==> src/rtl/core/mvsm_pkg.sv <==
`default_nettype none
package mvsm_pkg;
   typedef enum logic [2:0] {
      OP_WRITE = 3'd0,
      OP_DEFINE = 3'd1,
      OP_PLAY = 3'd2,
      OP_STOP = 3'd3,
      OP_MIX = 3'd4
   } op_type;

   typedef enum logic [2:0] {
      ST_IDLE,
      ST_SCAN,
      ST_READ,
      ST_ACCUM,
      ST_DONE
   } state_type;

   localparam int SampleWidth = 16;
   localparam int GainWidth = 7;
   localparam int LengthWidth = 17;
   localparam int PosWidth = 16;
   localparam int AccWidth = 24;
   localparam int SatMax = 32767;
   localparam int PercentScale = 100;
   localparam int MagWidth = 24;
   localparam int RecipShift = 29;
   localparam int RecipMul = ((1 << RecipShift) + PercentScale - 1) / PercentScale;

   typedef struct packed {
      logic mix_begin;
      logic voice_next;
      logic voice_read;
      logic voice_accum;
      logic finish;
   } cmd_type;

   typedef struct packed {
      logic voice_busy;
      logic last_voice;
   } stat_type;
endpackage
`default_nettype wire

==> src/rtl/core/mvsm_ctrl.sv <==
`default_nettype none
module mvsm_ctrl
   import mvsm_pkg::*;
(
   input wire logic clock,
   input wire logic reset,
   input wire logic go_mix,
   input wire stat_type stat,
   output cmd_type cmd,
   output logic busy
);
   state_type state_ff, state_in;

   always_ff @(posedge clock) begin
      if (reset) begin
         state_ff <= ST_IDLE;
      end else begin
         state_ff <= state_in;
      end
   end

   always_comb begin
      state_in = state_ff;
      cmd = '0;
      busy = (state_ff != ST_IDLE);
      case (state_ff)
         ST_IDLE: begin
            if (go_mix) begin
               cmd.mix_begin = 1'b1;
               state_in = ST_SCAN;
            end
         end
         ST_SCAN: begin
            if (stat.voice_busy) begin
               cmd.voice_read = 1'b1;
               state_in = ST_READ;
            end else if (stat.last_voice) begin
               state_in = ST_DONE;
            end else begin
               cmd.voice_next = 1'b1;
            end
         end
         ST_READ: state_in = ST_ACCUM;
         ST_ACCUM: begin
            cmd.voice_accum = 1'b1;
            if (stat.last_voice) begin
               state_in = ST_DONE;
            end else begin
               cmd.voice_next = 1'b1;
               state_in = ST_SCAN;
            end
         end
         ST_DONE: begin
            cmd.finish = 1'b1;
            state_in = ST_IDLE;
         end
         default: state_in = ST_IDLE;
      endcase
   end
endmodule
`default_nettype wire

==> config.mk <==
export PLATFORM = sky130hd
export DESIGN_NAME = mvsm_ctrl
export DESIGN_NICKNAME = d
export VERILOG_FILES = /design/src/rtl/core/mvsm_pkg.sv /design/src/rtl/core/mvsm_ctrl.sv
export SDC_FILE = /design/constraint.sdc
export NUM_CORES = 1
export LEC_CHECK = 0
export BUFFER_PORTS_ARGS = -buffer_cell sky130_fd_sc_hd__buf_2
export CAP_MARGIN = 20
export CORE_AREA = 3 3 40 42
export DETAILED_ROUTE_END_ITERATION = 12
export DIE_AREA = 0 0 43 45
export SLEW_MARGIN = 20
export SYNTH_ARGS = -nofsm -noshare
export SYNTH_HDL_FRONTEND = slang
export SYNTH_SLANG_ARGS = --single-unit
==> constraint.sdc <==
create_clock -name clock -period 1.14 [get_ports clock]
set_clock_uncertainty 0.05 [all_clocks]
set_input_delay 0.114 -clock clock [delete_from_list [all_inputs] [get_ports clock]]
set_output_delay 0.114 -clock clock [all_outputs]
set_load 0.02 [all_outputs]
; Word-level counts from Yosys, hierarchy flattened
; Index checks and enable logic that the tools add are counted.
[word_totals]
regBits = 3
latchBits = 0
ramBits = 0
mem_bits_ro = 0
inputBits = 5
elab_cells = 24
mem_count = 0
[op_classes]
addsub = 0
n_mul = 0
div_mod_pow = 0
magnitude_cmp = 0
n_eq_ne = 6
shift = 0
mux = 14
bitwise = 0
reduce_logical = 3
[op_table]
columns = operator, count
row1 = two-way mux 3 bit, 4
row2 = case mux 3 bit (4 select lines), 1
row3 = two-way mux 1 bit, 8
row4 = "== test 3 x 2 -> 1 bit, second input constant", 2
row5 = "== test 3 x 1 -> 1 bit, second input constant", 1
row6 = "== test 3 bit, second input constant", 1
row7 = logical NOT 3 bit, 1
row8 = "inequality test 3 bit, second input constant", 1
row9 = nonzero test 3 bit, 1
row10 = "inequality test 2 bit, second input constant", 1
row11 = case mux 1 bit (2 select lines), 1
row12 = AND reduction 2 bit, 1

; Longest topological paths before layout
[logic_depth]
word_depth = 3
mapped_depth = 3

; Worst setup path before layout
; No wires, ideal clock.
[synth_path]
path_type = register to output
startpoint = register state_ff[0]
endpoint = output port cmd[4] (netlist bit)
arrival_ns = 1.151
path_slack_ns = -0.175
stages_incl_launch_ff = 3
n_path_buf = 0
cell_sequence = dfxtp_1 > or3_1 > nor2_1
[synth_lines]
columns = item, line_no
row1 = from (decl), mvsm_ctrl.sv:12  ; state_type state_ff, state_in;
row2 = from (signal assigned), mvsm_ctrl.sv:18  ; state_ff <= state_in;
row3 = to (decl), mvsm_ctrl.sv:9  ; output cmd_type cmd,

==> flow_summary.json <==
{
  "status": "finished, violations left",
  "violations": "negative setup slack",
  "ant_nets": 0,
  "grt_antenna_before_repair": 0,
  "seqCellArea_sq_um": 67.56,
  "regMostFlops": "state_ff",
  "vias": 243,
  "ys_seq_elements": 3,
  "clk_pin_slew_worst_paths_ns": 0.04,
  "synth_top_area_cell": "dfxtp_1",
  "multi_input_area_sq_um": 145.1,
  "boundaryPins": 11,
  "finalCriticalPeriod_ns": 1.328,
  "cts-root-buf": "clkbuf_4",
  "grt_max_degree": 6,
  "drtIter0Drc": 5,
  "area_delta_synth_final_pct": 114.8,
  "track_usage_pct": 6.983,
  "finalHoldViolations": 0,
  "route.detailed.drc": 0,
  "fmax_ghz": 0.7531,
  "synthCells": 22,
  "worstPathRequired_ns": 0.98,
  "drive_above_1_share_pct": 70.45,
  "slew_headroom_pct": 83.20,
  "postLayoutCoreUtil_pct": 31.16,
  "post_drt_via_cell_ratio": 4.119,
  "ys_async_sr_fraction_pct": 0,
  "clk-insertion-delay-late_ns": 0.23,
  "ys_seq_area_share_pct": 32.21,
  "p_per_area_nw_per_um2": 1215,
  "synth-edff-count": 0,
  "dp_hpwl_microns": 441.6,
  "arrival_ns": 1.16,
  "worst_slack_ns": -0.1878,
  "top_regs": "state_ff (3)",
  "die_x_microns": 43,
  "cp_max_fo": 5,
  "dr.pass1.iters": 3,
  "cts_tree": "yes",
  "ys_top_cells_by_area": "dfxtp_1, a2111oi_2, o21a_1",
  "dieArea_sq_um": 1935,
  "largest_reg_flops": 3,
  "ys_types": 14,
  "totalWireLength_microns": 586,
  "cts.sinks": 3,
  "end_kind": "output port",
  "ir_drop_uv": 263.6,
  "setup_viol": 7,
  "grt_overflow_total": 0,
  "yosysTopAreaCellShare_pct": 32.21,
  "avgRoutedWirePerCell_microns": 9.932,
  "critPathLaunchType": "register",
  "grt_first_pass_wirelength_microns": 917,
  "fin_setup_tns_ns": -0.7838,
  "rows": 13,
  "synth_commonest_cells": "dfxtp_1, nor2_1",
  "coreArea_sq_um": 1285,
  "cts_buffers": 3,
  "layout.cells.non_filler": 59,
  "synth.cell_area_sq_um": 186.4,
  "fin_crit_sh_pct": 116.5,
  "die_h_microns": 45,
  "maxSlewViolCount": 0,
  "placed_cells": 51,
  "worstMarginPinSlew_ns": 0.2515,
  "start_util_pct": 14.51,
  "gp_congestion": 0.6939,
  "rsz0062_at_grt": "yes",
  "max-clock-path-buffers": 2,
  "max-cap-violations": 0,
  "synthesis.nets": 27,
  "synthFlopType": "dfxtp_1",
  "diodes": 0,
  "avgSynthCellArea_sq_um": 8.474,
  "num-nets-final": 50,
  "p_leak_nw": 0.1798,
  "hp-class": "in2reg",
  "fill_cells": 133,
  "htreeDepth": 1,
  "criticalPathCategory": "reg2out",
  "numPortBuffers": 10,
  "yosysWarnings": 0,
  "grt_pass1_vias": 236
}
-- area by class of cell --
type	instances	area share [%]
repair buffers	18	33.75
well taps	15	4.688
multi-input cells	17	36.25
inverters	2	1.875
clock buffers	4	6.563
flip-flops and latches	3	16.88
-- metrics by stage --
stage | instance area, sq um | hold WS (ns) | power [mW] | worst slack, ns
2_1_floorplan | 203.9 | 0.1400 | 0.2091 | 0.04111
3_3_place_gp | 302.8 | 0.2746 | 0.2573 | -0.001859
3_5_place_dp | 302.8 | 0.2751 | 0.2599 | -0.01026
4_1_cts | 395.4 | 0.03079 | 0.4964 | -0.2010
5_1_grt | 400.4 | 0.04448 | 0.5159 | -0.2199
6_report | 400.4 | 0.03798 | 0.4864 | -0.1878
-- routing by layer --
metal  up-vias  share of wire [%]  track usage, %
li1        120                  -               -
met1       112                 34           5.995
met2        11                 56           12.28
met3         0                9.9           2.390
met4         0                  0           7.229
met5         -                  0               0
-- critical path: stages (launching register included) --
cell and delay [ns]:
dfxtp_4 0.35, or3_4 0.38, nor2_4 0.09, buf_6 0.11
-- layout by cell type, fill, tap and decap left out --
cell type	count
nand2_1	1
a2111oi_2	2
buf_4	8
nand2b_1	1
buf_2	6
nor2_1	2
and2_1	1
nor2b_4	1
dfxtp_1	1
o21a_1	2
inv_1	1
dfxtp_4	2
clkbuf_1	1
a21oi_2	1
nor2_4	1
or3_4	1
nor3_1	1
buf_6	4
mux2i_1	1
clkbuf_4	3
nor2b_1	1
inv_2	1
nor3_2	1
-- power by group --
| group | internal (mW) | total [mW] | switching (mW) |
|---|---|---|---|
| logic | 0.0912 | 0.173 | 0.0819 |
| clock network | 0.131 | 0.189 | 0.0572 |
| registers | 0.114 | 0.125 | 0.0109 |
-- what timing repair did --
| action | 4_1_cts | 5_1_grt |
|---|---|---|
| resized for setup | 14 | 1 |
| hold buffers | 0 | 0 |
| pin swaps | 4 | 0 |
| setup endpoints to repair | 8 | 7 |
| buffers inserted | 4 | 0 |
-- path summary, 6_finish.rpt --
check	endpoint	depth (start not counted)	slack, ns	from
worst min-delay path	state_ff[0]	2	0.04	reset
worst min register to register	state_ff[0]	2	0.51	state_ff[2]
worst max-delay path	cmd[4]	3	-0.19	state_ff[0]
worst max register to register	state_ff[2]	5	0	state_ff[1]
-- kinds of logic after synthesis --
family                 after synthesis  synth area share, %
AO/OA/AOI/OAI                        5                26.84
buffers and inverters                2                4.028
flip-flops                           3                32.22
multiplexers                         1                5.369
AND/OR/NAND/NOR                     11                31.55
(Power assumes the default switching activity.)
